==> src/sv/qran_pkg.sv <==
// ----------------------------------------------------------------------------
// qran_pkg
// Shared types and constants of the alphanumeric data codeword encoder.
// ----------------------------------------------------------------------------
package qran_pkg;

    localparam int CMD_BITS_W = 19;
    localparam int BUF_W      = CMD_BITS_W + 7;

    localparam logic [3:0] MODE_ALNUM = 4'b0010;
    localparam int         ALNUM_BASE = 45;

    localparam logic [7:0] PAD_EVEN = 8'd236;
    localparam logic [7:0] PAD_ODD  = 8'd17;

    localparam logic [4:0] CAP_SMALL = 5'd16;
    localparam logic [4:0] CAP_LARGE = 5'd28;
    localparam logic [5:0] SMALL_MAX_LEN = 6'd20;
    localparam logic [5:0] MAX_LEN = 6'd38;
    localparam logic [4:0] MAX_BURST = 5'd16;

    localparam int CMDQ_DEPTH = 4;
    localparam int CMDQ_AW    = $clog2(CMDQ_DEPTH);
    localparam int CMDQ_CW    = $clog2(CMDQ_DEPTH + 1);
    localparam int OUTQ_DEPTH = 4;
    localparam int OUTQ_AW    = $clog2(OUTQ_DEPTH);
    localparam int OUTQ_CW    = $clog2(OUTQ_DEPTH + 1);

    typedef struct packed {
        logic                  first;
        logic                  cap_large;
        logic                  err;
        logic                  close;
        logic [4:0]            nbits;
        logic [CMD_BITS_W-1:0] bits;
    } t_cmd;

    typedef struct packed {
        logic [7:0] codeword;
        logic       last;
        logic       err;
    } t_oword;

endpackage

==> src/sv/qr_alphanumeric_data_encoder_top.sv <==
// ----------------------------------------------------------------------------
// qr_alphanumeric_data_encoder_top: alphanumeric mode data codeword encoder
// A character can be taken every cycle while the command queue has room; the
// packer writes one codeword per cycle while the output queue has room; the
// bits of a character pass through the command queue and the packer's bit
// buffer into the output queue; a terminator and pad burst close the frame.
// Synchronous active-low reset empties both queues; no clearing pass.
// ----------------------------------------------------------------------------
module qr_alphanumeric_data_encoder_top import qran_pkg::*; (
    input  logic       i_clk,
    input  logic       i_rst_n,
    input  logic       push,
    output logic       full,
    input  logic [7:0] i_character,
    input  logic [5:0] i_message_length,
    input  logic       i_last_char,
    output logic       empty,
    input  logic       pop,
    output logic [7:0] o_codeword,
    output logic       o_last_codeword,
    output logic       o_error
);

    logic cmd_wr;
    t_cmd cmd_w;
    t_cmd cmd_r;
    logic cmd_rd;
    logic cmd_empty;

    qran_front u_front (
        .i_clk            (i_clk),
        .i_rst_n          (i_rst_n),
        .i_push           (push),
        .i_character      (i_character),
        .i_message_length (i_message_length),
        .i_last_char      (i_last_char),
        .i_q_full         (full),
        .o_wr             (cmd_wr),
        .o_cmd            (cmd_w)
    );

    qran_cmd_queue u_cmd_queue (
        .i_clk   (i_clk),
        .i_rst_n (i_rst_n),
        .i_wr    (cmd_wr),
        .i_wdata (cmd_w),
        .o_full  (full),
        .i_rd    (cmd_rd),
        .o_rdata (cmd_r),
        .o_empty (cmd_empty)
    );

    qran_back u_back (
        .i_clk           (i_clk),
        .i_rst_n         (i_rst_n),
        .i_cmd_empty     (cmd_empty),
        .i_cmd           (cmd_r),
        .o_cmd_rd        (cmd_rd),
        .i_pop           (pop),
        .o_empty         (empty),
        .o_codeword      (o_codeword),
        .o_last_codeword (o_last_codeword),
        .o_error         (o_error)
    );

endmodule

==> src/sv/qran_front.sv <==
// ----------------------------------------------------------------------------
// qran_front
// Maps characters, pairs them and builds bit-field commands for the packer.
// ----------------------------------------------------------------------------
module qran_front import qran_pkg::*; (
    input  logic       i_clk,
    input  logic       i_rst_n,
    input  logic       i_push,
    input  logic [7:0] i_character,
    input  logic [5:0] i_message_length,
    input  logic       i_last_char,
    input  logic       i_q_full,
    output logic       o_wr,
    output t_cmd       o_cmd
);

    function automatic logic [6:0] map_char(input logic [7:0] c);
        logic [7:0] u;
        logic [6:0] r;
        begin
            u = (c inside {[8'h61:8'h7A]}) ? c - 8'd32 : c;
            if (u inside {[8'h30:8'h39]}) begin
                r = {1'b0, 6'(u - 8'h30)};
            end else if (u inside {[8'h41:8'h5A]}) begin
                r = {1'b0, 6'(u - 8'h41 + 8'd10)};
            end else begin
                case (u)
                    8'h20:   r = {1'b0, 6'd36};
                    8'h24:   r = {1'b0, 6'd37};
                    8'h25:   r = {1'b0, 6'd38};
                    8'h2A:   r = {1'b0, 6'd39};
                    8'h2B:   r = {1'b0, 6'd40};
                    8'h2D:   r = {1'b0, 6'd41};
                    8'h2E:   r = {1'b0, 6'd42};
                    8'h2F:   r = {1'b0, 6'd43};
                    8'h3A:   r = {1'b0, 6'd44};
                    default: r = {1'b1, 6'd0};
                endcase
            end
            return r;
        end
    endfunction

    logic        r_in_msg, n_in_msg;
    logic        r_err, n_err;
    logic        r_pend_v, n_pend_v;
    logic [5:0]  r_pend_val, n_pend_val;

    logic [6:0]  mapped;
    logic [5:0]  v;
    logic        first;
    logic        len_bad;
    logic        err;
    logic        pend_v;
    logic [10:0] pair;
    logic [12:0] hdr;
    logic        accept;

    assign accept  = i_push & ~i_q_full;
    assign mapped  = map_char(i_character);
    assign v       = mapped[5:0];
    assign first   = ~r_in_msg;
    assign len_bad = (i_message_length == 6'd0) | (i_message_length > MAX_LEN);
    assign err     = first ? (len_bad | mapped[6]) : (r_err | mapped[6]);
    assign pend_v  = first ? 1'b0 : r_pend_v;
    assign pair    = ({5'd0, r_pend_val} * 11'(ALNUM_BASE)) + {5'd0, v};
    assign hdr     = {MODE_ALNUM, 3'b000, i_message_length};

    always_comb begin
        o_wr            = accept;
        o_cmd.first     = first;
        o_cmd.cap_large = i_message_length > SMALL_MAX_LEN;
        o_cmd.err       = err;
        o_cmd.close     = i_last_char;
        if (first) begin
            if (i_last_char) begin
                o_cmd.bits  = {hdr, v};
                o_cmd.nbits = 5'd19;
            end else begin
                o_cmd.bits  = {hdr, 6'd0};
                o_cmd.nbits = 5'd13;
            end
        end else if (pend_v) begin
            o_cmd.bits  = {pair, 8'd0};
            o_cmd.nbits = 5'd11;
        end else if (i_last_char) begin
            o_cmd.bits  = {v, 13'd0};
            o_cmd.nbits = 5'd6;
        end else begin
            o_cmd.bits  = '0;
            o_cmd.nbits = 5'd0;
        end

        n_in_msg   = r_in_msg;
        n_err      = r_err;
        n_pend_v   = r_pend_v;
        n_pend_val = r_pend_val;
        if (accept) begin
            n_in_msg = ~i_last_char;
            n_err    = err;
            if (pend_v | i_last_char) begin
                n_pend_v = 1'b0;
            end else begin
                n_pend_v   = 1'b1;
                n_pend_val = v;
            end
        end
    end

    always_ff @(posedge i_clk) begin
        if (!i_rst_n) begin
            r_in_msg <= 1'b0;
            r_err    <= 1'b0;
            r_pend_v <= 1'b0;
        end else begin
            r_in_msg <= n_in_msg;
            r_err    <= n_err;
            r_pend_v <= n_pend_v;
        end
    end

    always_ff @(posedge i_clk) begin
        r_pend_val <= n_pend_val;
    end

endmodule

==> src/sv/qran_cmd_queue.sv <==
// ----------------------------------------------------------------------------
// qran_cmd_queue
// Short command queue between the front end and the bit packer.
// ----------------------------------------------------------------------------
module qran_cmd_queue import qran_pkg::*; (
    input  logic i_clk,
    input  logic i_rst_n,
    input  logic i_wr,
    input  t_cmd i_wdata,
    output logic o_full,
    input  logic i_rd,
    output t_cmd o_rdata,
    output logic o_empty
);

    t_cmd               r_mem [CMDQ_DEPTH];
    logic [CMDQ_AW-1:0] r_wp;
    logic [CMDQ_AW-1:0] r_rp;
    logic [CMDQ_CW-1:0] r_cnt;
    logic               do_wr;
    logic               do_rd;

    assign o_full  = r_cnt == CMDQ_CW'(CMDQ_DEPTH);
    assign o_empty = r_cnt == '0;
    assign o_rdata = r_mem[r_rp];
    assign do_wr   = i_wr & ~o_full;
    assign do_rd   = i_rd & ~o_empty;

    always_ff @(posedge i_clk) begin
        if (do_wr) begin
            r_mem[r_wp] <= i_wdata;
        end
    end

    always_ff @(posedge i_clk) begin
        if (!i_rst_n) begin
            r_wp  <= '0;
            r_rp  <= '0;
            r_cnt <= '0;
        end else begin
            if (do_wr) begin
                r_wp <= r_wp + CMDQ_AW'(1);
            end
            if (do_rd) begin
                r_rp <= r_rp + CMDQ_AW'(1);
            end
            r_cnt <= r_cnt + CMDQ_CW'(do_wr) - CMDQ_CW'(do_rd);
        end
    end

endmodule

==> src/sv/qran_back.sv <==
// ----------------------------------------------------------------------------
// qran_back
// Bit packer: forms codewords, closes the frame with terminator and padding.
// ----------------------------------------------------------------------------
module qran_back import qran_pkg::*; (
    input  logic       i_clk,
    input  logic       i_rst_n,
    input  logic       i_cmd_empty,
    input  t_cmd       i_cmd,
    output logic       o_cmd_rd,
    input  logic       i_pop,
    output logic       o_empty,
    output logic [7:0] o_codeword,
    output logic       o_last_codeword,
    output logic       o_error
);

    typedef enum logic [5:0] {
        S_LOAD  = 6'b000001,
        S_DATA  = 6'b000010,
        S_TERM  = 6'b000100,
        S_ALIGN = 6'b001000,
        S_PAD   = 6'b010000,
        S_FLUSH = 6'b100000
    } t_state;

    t_state             r_state, n_state;
    logic [BUF_W-1:0]   r_buf, n_buf;
    logic [4:0]         r_cnt, n_cnt;
    logic [4:0]         r_sent, n_sent;
    logic               r_cap_large, n_cap_large;
    logic               r_err, n_err;
    logic               r_close, n_close;
    logic [4:0]         r_nres, n_nres;
    logic               r_pad_odd, n_pad_odd;
    logic               r_hold_v, n_hold_v;
    logic [7:0]         r_hold, n_hold;
    logic               r_hold_err, n_hold_err;

    t_oword             r_oq [OUTQ_DEPTH];
    logic [OUTQ_AW-1:0] r_owp;
    logic [OUTQ_AW-1:0] r_orp;
    logic [OUTQ_CW-1:0] r_ocnt;
    logic               oq_wr;
    t_oword             oq_wdata;
    logic               oq_rd;
    logic               oq_full;

    logic [4:0]         cap;
    logic               full_frame;
    logic [4:0]         sent_inc;
    logic               full_inc;
    logic [4:0]         cnt_sub8;
    logic [4:0]         cnt_term;
    logic               emit;
    logic [7:0]         emit_byte;

    // load path
    logic [4:0]         ld_sent;
    logic               ld_cap_large;
    logic [BUF_W-1:0]   ld_buf;
    logic [4:0]         ld_cnt;
    logic               ld_full;
    logic [BUF_W-1:0]   ld_aligned;
    logic [4:0]         ld_cnt_app;

    assign cap        = r_cap_large ? CAP_LARGE : CAP_SMALL;
    assign full_frame = r_sent >= cap;
    assign sent_inc   = r_sent + 5'd1;
    assign full_inc   = sent_inc >= cap;
    assign cnt_sub8   = r_cnt - 5'd8;
    assign cnt_term   = ((cap - r_sent) == 5'd1 && r_cnt > 5'd4) ? 5'd8 : r_cnt + 5'd4;
    assign oq_full    = r_ocnt == OUTQ_CW'(OUTQ_DEPTH);

    assign ld_sent      = i_cmd.first ? 5'd0 : r_sent;
    assign ld_cap_large = i_cmd.first ? i_cmd.cap_large : r_cap_large;
    assign ld_buf       = i_cmd.first ? '0 : r_buf;
    assign ld_cnt       = i_cmd.first ? 5'd0 : r_cnt;
    assign ld_full      = ld_sent >= (ld_cap_large ? CAP_LARGE : CAP_SMALL);
    assign ld_aligned   = {i_cmd.bits, 7'd0} >> ld_cnt[2:0];
    assign ld_cnt_app   = ld_cnt + i_cmd.nbits;

    always_comb begin
        n_state     = r_state;
        n_buf       = r_buf;
        n_cnt       = r_cnt;
        n_sent      = r_sent;
        n_cap_large = r_cap_large;
        n_err       = r_err;
        n_close     = r_close;
        n_nres      = r_nres;
        n_pad_odd   = r_pad_odd;
        n_hold_v    = r_hold_v;
        n_hold      = r_hold;
        n_hold_err  = r_hold_err;
        o_cmd_rd    = 1'b0;
        emit        = 1'b0;
        emit_byte   = r_buf[BUF_W-1 -: 8];
        oq_wr       = 1'b0;
        oq_wdata    = '{codeword: r_hold, last: 1'b1, err: r_hold_err};

        case (r_state)
            S_LOAD: begin
                if (!i_cmd_empty) begin
                    o_cmd_rd    = 1'b1;
                    n_sent      = ld_sent;
                    n_cap_large = ld_cap_large;
                    n_err       = i_cmd.err;
                    n_close     = i_cmd.close;
                    n_nres      = 5'd0;
                    n_pad_odd   = 1'b0;
                    if (!ld_full) begin
                        n_buf = ld_buf | ld_aligned;
                        n_cnt = ld_cnt_app;
                    end else begin
                        n_buf = ld_buf;
                        n_cnt = ld_cnt;
                    end
                    if (!ld_full && ld_cnt_app >= 5'd8) begin
                        n_state = S_DATA;
                    end else if (i_cmd.close) begin
                        n_state = S_TERM;
                    end
                end
            end
            S_DATA: begin
                if (!oq_full) begin
                    emit   = 1'b1;
                    n_sent = sent_inc;
                    if (full_inc) begin
                        n_buf = '0;
                        n_cnt = 5'd0;
                    end else begin
                        n_buf = r_buf << 8;
                        n_cnt = cnt_sub8;
                    end
                    if (!full_inc && cnt_sub8 >= 5'd8) begin
                        n_state = S_DATA;
                    end else if (r_close) begin
                        n_state = S_TERM;
                    end else begin
                        n_state = S_LOAD;
                    end
                end
            end
            S_TERM: begin
                if (full_frame) begin
                    n_state = S_FLUSH;
                end else if (cnt_term >= 5'd8) begin
                    if (!oq_full) begin
                        emit    = 1'b1;
                        n_sent  = sent_inc;
                        n_state = S_ALIGN;
                        if (full_inc) begin
                            n_buf = '0;
                            n_cnt = 5'd0;
                        end else begin
                            n_buf = r_buf << 8;
                            n_cnt = cnt_term - 5'd8;
                        end
                    end
                end else begin
                    n_cnt   = cnt_term;
                    n_state = S_ALIGN;
                end
            end
            S_ALIGN: begin
                if (!full_frame && r_cnt != 5'd0) begin
                    if (!oq_full) begin
                        emit    = 1'b1;
                        n_sent  = sent_inc;
                        n_buf   = '0;
                        n_cnt   = 5'd0;
                        n_state = S_PAD;
                    end
                end else begin
                    n_buf   = '0;
                    n_cnt   = 5'd0;
                    n_state = S_PAD;
                end
            end
            S_PAD: begin
                if (!full_frame && r_nres < MAX_BURST) begin
                    if (!oq_full) begin
                        emit      = 1'b1;
                        emit_byte = r_pad_odd ? PAD_ODD : PAD_EVEN;
                        n_sent    = sent_inc;
                        n_pad_odd = ~r_pad_odd;
                    end
                end else begin
                    n_state = S_FLUSH;
                end
            end
            S_FLUSH: begin
                n_buf = '0;
                n_cnt = 5'd0;
                if (r_hold_v) begin
                    if (!oq_full) begin
                        oq_wr    = 1'b1;
                        n_hold_v = 1'b0;
                        n_state  = S_LOAD;
                    end
                end else begin
                    n_state = S_LOAD;
                end
            end
            default: begin
                n_state = S_LOAD;
            end
        endcase

        // closing words go through the hold stage so the final one gets its flag
        if (emit) begin
            n_nres = r_nres + 5'd1;
            if (r_close) begin
                if (r_hold_v) begin
                    oq_wr    = 1'b1;
                    oq_wdata = '{codeword: r_hold, last: 1'b0, err: r_hold_err};
                end
                n_hold_v   = 1'b1;
                n_hold     = emit_byte;
                n_hold_err = r_err;
            end else begin
                oq_wr    = 1'b1;
                oq_wdata = '{codeword: emit_byte, last: full_inc, err: r_err};
            end
        end
    end

    always_ff @(posedge i_clk) begin
        if (!i_rst_n) begin
            r_state     <= S_LOAD;
            r_cnt       <= 5'd0;
            r_sent      <= 5'd0;
            r_cap_large <= 1'b0;
            r_close     <= 1'b0;
            r_nres      <= 5'd0;
            r_pad_odd   <= 1'b0;
            r_hold_v    <= 1'b0;
        end else begin
            r_state     <= n_state;
            r_cnt       <= n_cnt;
            r_sent      <= n_sent;
            r_cap_large <= n_cap_large;
            r_close     <= n_close;
            r_nres      <= n_nres;
            r_pad_odd   <= n_pad_odd;
            r_hold_v    <= n_hold_v;
        end
    end

    always_ff @(posedge i_clk) begin
        if (!i_rst_n) begin
            r_buf <= '0;
        end else begin
            r_buf <= n_buf;
        end
    end

    always_ff @(posedge i_clk) begin
        r_err      <= n_err;
        r_hold     <= n_hold;
        r_hold_err <= n_hold_err;
    end

    // output word queue
    assign oq_rd           = i_pop & ~o_empty;
    assign o_empty         = r_ocnt == '0;
    assign o_codeword      = r_oq[r_orp].codeword;
    assign o_last_codeword = r_oq[r_orp].last;
    assign o_error         = r_oq[r_orp].err;

    always_ff @(posedge i_clk) begin
        if (oq_wr) begin
            r_oq[r_owp] <= oq_wdata;
        end
    end

    always_ff @(posedge i_clk) begin
        if (!i_rst_n) begin
            r_owp  <= '0;
            r_orp  <= '0;
            r_ocnt <= '0;
        end else begin
            if (oq_wr) begin
                r_owp <= r_owp + OUTQ_AW'(1);
            end
            if (oq_rd) begin
                r_orp <= r_orp + OUTQ_AW'(1);
            end
            r_ocnt <= r_ocnt + OUTQ_CW'(oq_wr) - OUTQ_CW'(oq_rd);
        end
    end

endmodule
==> config.mk <==
export PLATFORM = sky130hd
export DESIGN_NAME = qr_alphanumeric_data_encoder_top
export DESIGN_NICKNAME = d
export VERILOG_FILES = /design/src/sv/qran_pkg.sv /design/src/sv/qr_alphanumeric_data_encoder_top.sv /design/src/sv/qran_front.sv /design/src/sv/qran_cmd_queue.sv /design/src/sv/qran_back.sv
export SDC_FILE = /design/constraint.sdc
export NUM_CORES = 1
export LEC_CHECK = 0
export BUFFER_PORTS_ARGS = -buffer_cell sky130_fd_sc_hd__buf_2
export CAP_MARGIN = 5
export CORE_AREA = 5 5 157 159
export CTS_BUF_LIST = sky130_fd_sc_hd__clkbuf_16
export DETAILED_ROUTE_END_ITERATION = 10
export DIE_AREA = 0 0 162 164
export GPL_ROUTABILITY_DRIVEN = 0
export GPL_TIMING_DRIVEN = 0
export HOLD_SLACK_MARGIN = 0.03
export PLACE_DENSITY = 0.79
export SLEW_MARGIN = 20
export SYNTH_ARGS = -nofsm -noshare
export SYNTH_HDL_FRONTEND = slang
export SYNTH_SLANG_ARGS = --single-unit
export TNS_END_PERCENT = 20
==> constraint.sdc <==
create_clock -name i_clk -period 7.04 [get_ports i_clk]
set_input_delay 2.112 -clock i_clk [delete_from_list [all_inputs] [get_ports i_clk]]
set_output_delay 2.112 -clock i_clk [all_outputs]
set_load 0.02 [all_outputs]
==> results of run 1 <==
repair_timing:
action                     4_1_cts  5_1_grt
resized for setup               12       14
setup buffers                    0        1
hold buffers                     0        0
pin swaps                        2        4
setup endpoints to repair       12       20
registers in the layout, indices dropped and copies added (netlist names), 5 cells and up, named ones only:
register / count
u_front.r_pend_val: 6
u_back.r_hold: 8
u_cmd_queue.r_mem: 112
u_back.r_nres: 5
u_back.r_cnt: 5
u_back.r_oq: 40
u_back.r_state: 6
u_back.r_buf: 26
u_back.r_sent: 5
cells by family after synthesis:
kind of cell,after synthesis
muxes,83
xor gates and xnor gates,30
and+or+nand+nor,310
AOI/OAI and AO/OA,237
adders and majority gates,85
DFF,240
buffers and inverters,119
stage by stage:
| stage | instance area [µm²] | worst slack [ns] | TNS, ns |
|---|---|---|---|
| floorplan | 12900 | 0.0881 | 0 |
| global placement | 13400 | -0.845 | -13.07 |
| CTS | 14300 | 0.0222 | 0 |
| detailed placement | 13500 | -0.908 | -14.78 |
| finish | 14400 | 0.257 | 0 |
| global route | 14400 | 0.00365 | 0 |
power groups by stage:
stage | Clock [mW] | Combinational, mW | Sequential [mW]
floorplan | 0 | 1.47 | 1.80
global placement | 0 | 1.88 | 1.83
detailed placement | 0 | 1.94 | 1.83
CTS | 1.31 | 1.98 | 1.81
global route | 1.37 | 2.19 | 1.82
finish | 1.29 | 2.00 | 1.81
final cells by class:
type,instances,area [µm²]
plain buffers,44,204
clock buffers,25,626
clock inverters,19,178
fillers,1803,8720
inverters,75,282
multi-input cells,745,6070
flip-flops and latches,240,6490
well taps,290,363
repair buffers,31,195
tightest hold or removal path: stages, from the launching register on:
cell and delay, ns:
dfxtp_1 0.32, nand2_1 0.04, o21ai_0 0.06
worst paths after layout:
| kind | endpoint | depth (start not counted) | startpoint | slack (ns) |
|---|---|---|---|---|
| worst max-delay path | u_cmd_queue.r_mem[3][17] | 24 | i_character[1] | 0.26 |
| worst min-delay path | u_back.r_buf[22] | 2 | u_back.r_buf[22] | 0.46 |
| worst max register to register | u_back.r_buf[23] | 15 | flip-flop | 2.43 |
| worst min register to register | u_back.r_buf[22] | 2 | u_back.r_buf[22] | 0.46 |
synthesized netlist by cell type, types with 5 or more instances:
| cell type | instances | area [µm²] |
|---|---|---|
| nor3_1 | 12 | 60.1 |
| and4_1 | 6 | 52.6 |
| clkbuf_1 | 27 | 101 |
| a211oi_1 | 11 | 82.6 |
| xor2_1 | 12 | 105 |
| o32ai_1 | 7 | 61.3 |
| and2_1 | 20 | 125 |
| a22oi_1 | 11 | 82.6 |
| mux2_2 | 21 | 236 |
| a221oi_1 | 5 | 43.8 |
| o21ai_0 | 55 | 275 |
| inv_1 | 72 | 270 |
| nand2_1 | 82 | 308 |
| and3_1 | 10 | 62.6 |
| nor2b_1 | 14 | 87.6 |
| fa_1 | 11 | 220 |
| mux4_2 | 38 | 856 |
| edfxtp_1 | 168 | 5040 |
| a21o_1 | 8 | 60.1 |
| nor2_1 | 94 | 353 |
| nand4_1 | 11 | 68.8 |
| xnor2_1 | 17 | 149 |
| ha_1 | 74 | 926 |
| mux2i_1 | 21 | 210 |
| nand3_1 | 19 | 95.1 |
| or3_1 | 8 | 50.1 |
| buf_2 | 13 | 65.1 |
| o22a_1 | 7 | 61.3 |
| dfxtp_1 | 72 | 1440 |
| a21oi_1 | 46 | 230 |
| nand2b_1 | 10 | 62.6 |
| o21a_1 | 10 | 75.1 |
| o31ai_1 | 7 | 52.6 |
| o22ai_1 | 9 | 56.3 |
| o211ai_1 | 5 | 37.5 |
metal layers:
layer / track usage [%] / vias to the layer above
li1: - / 4246
met1: 28.4 / 4371
met2: 38.8 / 359
met3: 2.58 / 56
met4: 5.65 / 0
met5: 0 / -
==> flow_metrics.env, run 1 <==
export IMPL_diodes=0
export IMPL_ant_nets=0
export IMPL_avgSynthCellArea_um2=11.7
export IMPL_grt_max_degree=29
export IMPL_layout_common_cells="168 x edfxtp_1, 93 x nor2_1, 82 x nand2_1"
export IMPL_rsz0062_at_grt="false"
export IMPL_final_max_slew_viol_count=0
export IMPL_comb_power_share_pct=39.2
export IMPL_clock_sinks=240
export IMPL_wl_met2_um=14600
export IMPL_tightest_slew_ns=0.814
export IMPL_drt_iter0_drc=832
export IMPL_drt_wl_total_um=28800
export IMPL_start_util_pct=55.9
export IMPL_crit_buf_inv=5
export IMPL_drv_cap=0
export IMPL_synthSimpleGateAreaFrac_pct=11.9
export IMPL_avgViaCountPerCell=6.15
export IMPL_gr_total_overflow=0
export IMPL_dr_pass1_iters=5
export IMPL_cp_top_family="simple AND/OR/NAND/NOR gates"
export IMPL_postLayoutCoreUtil_pct=62.3
export IMPL_ctsRootBufferMaster="clkbuf_16"
export IMPL_switching_share_pct=35.7
export IMPL_synthCells=1104
export IMPL_die_area_um2=26600
export IMPL_nets=1265
export IMPL_final_hold_violation_count=0
export IMPL_totalPowerFinal_mw=5.10
export IMPL_synth_mux_area_share_pct=10.3
export IMPL_drive_gt1_share_pct=16.0
export IMPL_die_y_um=164
export IMPL_cts_buffers_inserted=24
export IMPL_clock_skew_ns=0.0113
export IMPL_worst_setup_path_type="primary input to flip-flop"
export IMPL_grt_pass1_wl_um=46600
export IMPL_switchingPower_mw=1.82
export IMPL_rows=56
export IMPL_avgRoutedWirePerCell_um=19.6
export IMPL_synth_top_family_by_area="compound AO/OA/AOI/OAI gates"
export IMPL_cts_tree="done"
export IMPL_arrival_ns=7.02
export IMPL_synth_fa_ha_area_share_pct=8.87
export IMPL_pwr_share_clk_pct=25.3
export IMPL_synth_cell_types=84
export IMPL_synth_ff_type="edfxtp_1"
export IMPL_synth_fp_nets=1208
export IMPL_htree_num_levels=1
export IMPL_grt_usage_pct=21.7
export IMPL_holdCritPathClass="flip-flop to flip-flop"
export IMPL_grt_pass1_vias=9051
export IMPL_clk_pin_slew_ns=0.06
export IMPL_relSlewSlack_pct=45.0
export IMPL_p_per_area_nw_per_um2=354
export IMPL_clock_fmax_mhz=147
export IMPL_wl_met3_um=1800
export IMPL_dp_hpwl_um=20900
export IMPL_fin_crit_sh_pct=96.3
export IMPL_max_stage_delay_ns=0.54
export IMPL_worstPathMaxFanout=7
export IMPL_synth_compound_area_share_pct=12.9
export IMPL_top_layer="met4"
export IMPL_pin_count=31
export IMPL_antenna_found_initial=0
export IMPL_coreArea_um2=23100
export IMPL_placed_cells=1424
export IMPL_synth_seq_area_share_pct=50.2
export IMPL_leakage_nw=5.49
export IMPL_synth_area_um2=12900
export IMPL_instances_no_fill=1469
export IMPL_cp_required_ns=7.28
export IMPL_layout_commonest_cell="edfxtp_1"
export IMPL_drc=0
export IMPL_die_w_um=162
export IMPL_cp_slowest_cell="fa_1"
export IMPL_finalSetupViolCount=0
export IMPL_fin_crit_ns=6.78
export IMPL_status="finished, final reports clean"
export IMPL_ys_warn_count=0
export IMPL_ir_drop_uv=175
export IMPL_synth_edff_count=168
export IMPL_cts_max_path_buffers=3
export IMPL_pwr_share_seq_pct=35.5
export IMPL_intPower_mw=3.28
export IMPL_met1_length_um=11700
export IMPL_startpoint_type="primary input"
export IMPL_worstPathCellList="buf_2 > inv_2 > ha_2 > or4b_4 > nor2_2 > a311oi_2 > nand2b_4 > inv_1 > ha_2 > mux2i_1 > o21ai_0 > nand2_1 > a221oi_2 > a211oi_1 > nor3_2 > inv_2 > fa_1 > inv_1 > ha_1 > nor2b_1 > o21a_1 > o41a_1 > xnor2_2 > o32ai_4"
export IMPL_cp_end_kind="flip-flop"
export IMPL_clk_latency_ns=0.51
export IMPL_synth_seq_cells=240
export IMPL_vias=9032
export IMPL_io_buffer_count=28
export IMPL_async_reset_ff_share_pct=0
export IMPL_hold_worst_slack_ns=0.456
export IMPL_synthToLayoutAreaGrowth_pct=11.5
export IMPL_synth_xor_area_share_pct=2.14
(Power assumes the default switching activity.)
==> run 2, diff against run 1 <==
--- a/config.mk
+++ b/config.mk
@@ -7,14 +7,14 @@
 export LEC_CHECK = 0
 export BUFFER_PORTS_ARGS = -buffer_cell sky130_fd_sc_hd__buf_2
 export CAP_MARGIN = 5
-export CORE_AREA = 5 5 157 159
+export CORE_AREA = 5 5 184 186
 export CTS_BUF_LIST = sky130_fd_sc_hd__clkbuf_16
 export DETAILED_ROUTE_END_ITERATION = 10
-export DIE_AREA = 0 0 162 164
+export DIE_AREA = 0 0 189 191
 export GPL_ROUTABILITY_DRIVEN = 0
 export GPL_TIMING_DRIVEN = 0
 export HOLD_SLACK_MARGIN = 0.03
-export PLACE_DENSITY = 0.79
+export PLACE_DENSITY = 0.61
 export SLEW_MARGIN = 20
 export SYNTH_ARGS = -nofsm -noshare
 export SYNTH_HDL_FRONTEND = slang
==> flow_metrics.env, run 2 (synthesized netlist as in run 1, its figures left out) <==
export IMPL_reg2reg_to="u_back.r_buf[23]"
export IMPL_grt_pass1_wl_um=47900
export IMPL_drv_cap=0
export IMPL_ir_drop_uv=181
export IMPL_drt_wl_total_um=29400
export IMPL_die_area_um2=36100
export IMPL_status="finished, final reports clean"
export IMPL_whs_endpoint="u_back.r_buf[22]"
export IMPL_largest_reg_flops=112
export IMPL_r2r_slack_ns=2.51
export IMPL_relSlewSlack_pct=41.6
export IMPL_antenna_found_initial=1
export IMPL_start_util_pct=40.2
export IMPL_cp_slowest_cell="or4b_4"
export IMPL_final_max_slew_viol_count=0
export IMPL_cts_buffers_inserted=27
export IMPL_cp_end_kind="flip-flop"
export IMPL_avgViaCountPerCell=5.53
export IMPL_p_per_area_nw_per_um2=353
export IMPL_coreArea_um2=32100
export IMPL_cp_required_ns=7.35
export IMPL_io_buffer_count=28
export IMPL_ant_nets=0
export IMPL_rows=66
export IMPL_post_route_cell_area_um2=14600
export IMPL_worstPathCellList="buf_2 > inv_2 > ha_2 > or4b_4 > nor2_4 > a311oi_4 > nand2b_4 > ha_1 > a31oi_1 > nand3_1 > and4_4 > a32oi_1 > nand2_1 > and2_1 > ha_1 > ha_1 > fa_1 > a21o_1 > a21oi_2 > nor2b_1 > o21a_1 > o41a_1 > xnor2_2 > o32ai_2"
export IMPL_cts_tree="done"
export IMPL_dp_hpwl_um=21400
export IMPL_cts_max_path_buffers=3
export IMPL_gr_total_overflow=0
export IMPL_setup_tns_ns=0
export IMPL_reg2reg_depth=15
export IMPL_finalSetupViolCount=0
export IMPL_fin_crit_ns=6.88
export IMPL_die_w_um=189
export IMPL_grt_max_degree=27
export IMPL_clk_latency_ns=0.53
export IMPL_worstPathMaxFanout=7
export IMPL_ctsHoldBuffers=0
export IMPL_placed_cells=1544
export IMPL_dr_pass1_iters=5
export IMPL_ctsRootBufferMaster="clkbuf_16"
export IMPL_clock_skew_ns=0.0112
export IMPL_instances_no_fill=1595
export IMPL_holdCritPathClass="flip-flop to flip-flop"
export IMPL_worst_setup_path_type="primary input to flip-flop"
export IMPL_drc=0
export IMPL_clock_sinks=240
export IMPL_htree_num_levels=1
export IMPL_grt_pass1_vias=8878
export IMPL_drt_iter0_drc=687
export IMPL_leakage_nw=5.55
export IMPL_fin_crit_sh_pct=97.8
export IMPL_max_stage_delay_ns=0.54
export IMPL_drive_gt1_share_pct=15.7
export IMPL_layout_commonest_cell="edfxtp_1"
export IMPL_hold_start="u_back.r_buf[22]"
export IMPL_placed_cell_area_um2=13700
export IMPL_regMostFlops="u_cmd_queue.r_mem"
export IMPL_die_y_um=191
export IMPL_avgRoutedWirePerCell_um=18.4
export IMPL_vias=8823
export IMPL_tightest_slew_ns=0.876
export IMPL_grt_usage_pct=16.2
export IMPL_startpoint_type="primary input"
export IMPL_clk_pin_slew_ns=0.06
export IMPL_diodes=0
export IMPL_crit_top_cell="ha_1"
export IMPL_fillers=2950
export IMPL_pin_count=31
export IMPL_final_hold_violation_count=0
export IMPL_arrival_ns=7.20
export IMPL_nets=1271
export IMPL_hold_depth=2
export IMPL_clock_fmax_mhz=145
export IMPL_synthToLayoutAreaGrowth_pct=13.3
export IMPL_reg_top3="u_cmd_queue.r_mem (112), u_back.r_oq (40), u_back.r_buf (26)"
export IMPL_layout_common_cells="168 x edfxtp_1, 93 x nor2_1, 82 x nand2_1"
==> run 2: worst max path at each step <==
| stage | startpoint | end | depth (start not counted) |
|---|---|---|---|
| after global routing | i_character[1] | u_cmd_queue.r_mem[0][17] | 24 |
| after global placement | i_character[1] | u_cmd_queue.r_mem[0][18] | 25 |
| final | i_character[1] | u_cmd_queue.r_mem[2][17] | 24 |
| after CTS | i_character[1] | u_cmd_queue.r_mem[2][17] | 24 |
| after detailed placement | i_character[1] | u_cmd_queue.r_mem[3][17] | 23 |
| after floorplan | i_character[1] | u_cmd_queue.r_mem[0][17] | 23 |
==> run 2: repair_timing <==
item | CTS | global route
setup buffers | 1 | 1
endpoints found under the setup margin | 12 | 20
pin swaps | 2 | 2
resized for setup | 12 | 10
==> run 2: final cells by class <==
cell class,instances,area [µm²],area share (%)
multi-input cells,745,6060,41.4
well taps,408,510,3.49
clock inverters,22,183,1.25
flip-flops and latches,240,6490,44.3
repair buffers,34,243,1.66
inverters,75,282,1.92
clock buffers,27,676,4.61
plain buffers,44,204,1.39
==> run 2: per-layer routing <==
metal	up-vias	wire length (µm)	GRT usage (%)
met4	2	800	3.98
met2	210	14000	28.0
li1	4267	-	-
met3	55	1180	2.19
met1	4289	13400	21.8
met5	-	13	0
==> run 2: through the flow <==
step | power [mW] | utilization, % | hold WS (ns) | setup WS (ns)
after floorplan | 3.27 | - | 0.419 | 0.0881
after global placement | 3.76 | 42.3 | 0.438 | -0.902
after detailed placement | 3.80 | 42.5 | 0.444 | -0.890
after CTS | 5.19 | 45.4 | 0.458 | 0.000895
after global routing | 5.49 | 45.6 | 0.489 | -0.0233
final | 5.17 | 45.6 | 0.452 | 0.156
==> run 2: report_power, final <==
group	internal [mW]	switching, mW	total [mW]	leakage (nW)
sequential	1.71	0.101	1.81	2.15
combinational	0.819	1.18	2.00	2.95
clock	0.806	0.555	1.36	0.445
==> run 2: worst max-delay path: cells and delay by family <==
family	cells	cell delay, ns
adder cells (fa/ha/maj)	5	1.33
buffers and inverters	2	0.25
AND/OR/NAND/NOR	8	1.65
XOR/XNOR	1	0.18
AO/OA/AOI/OAI	8	1.67
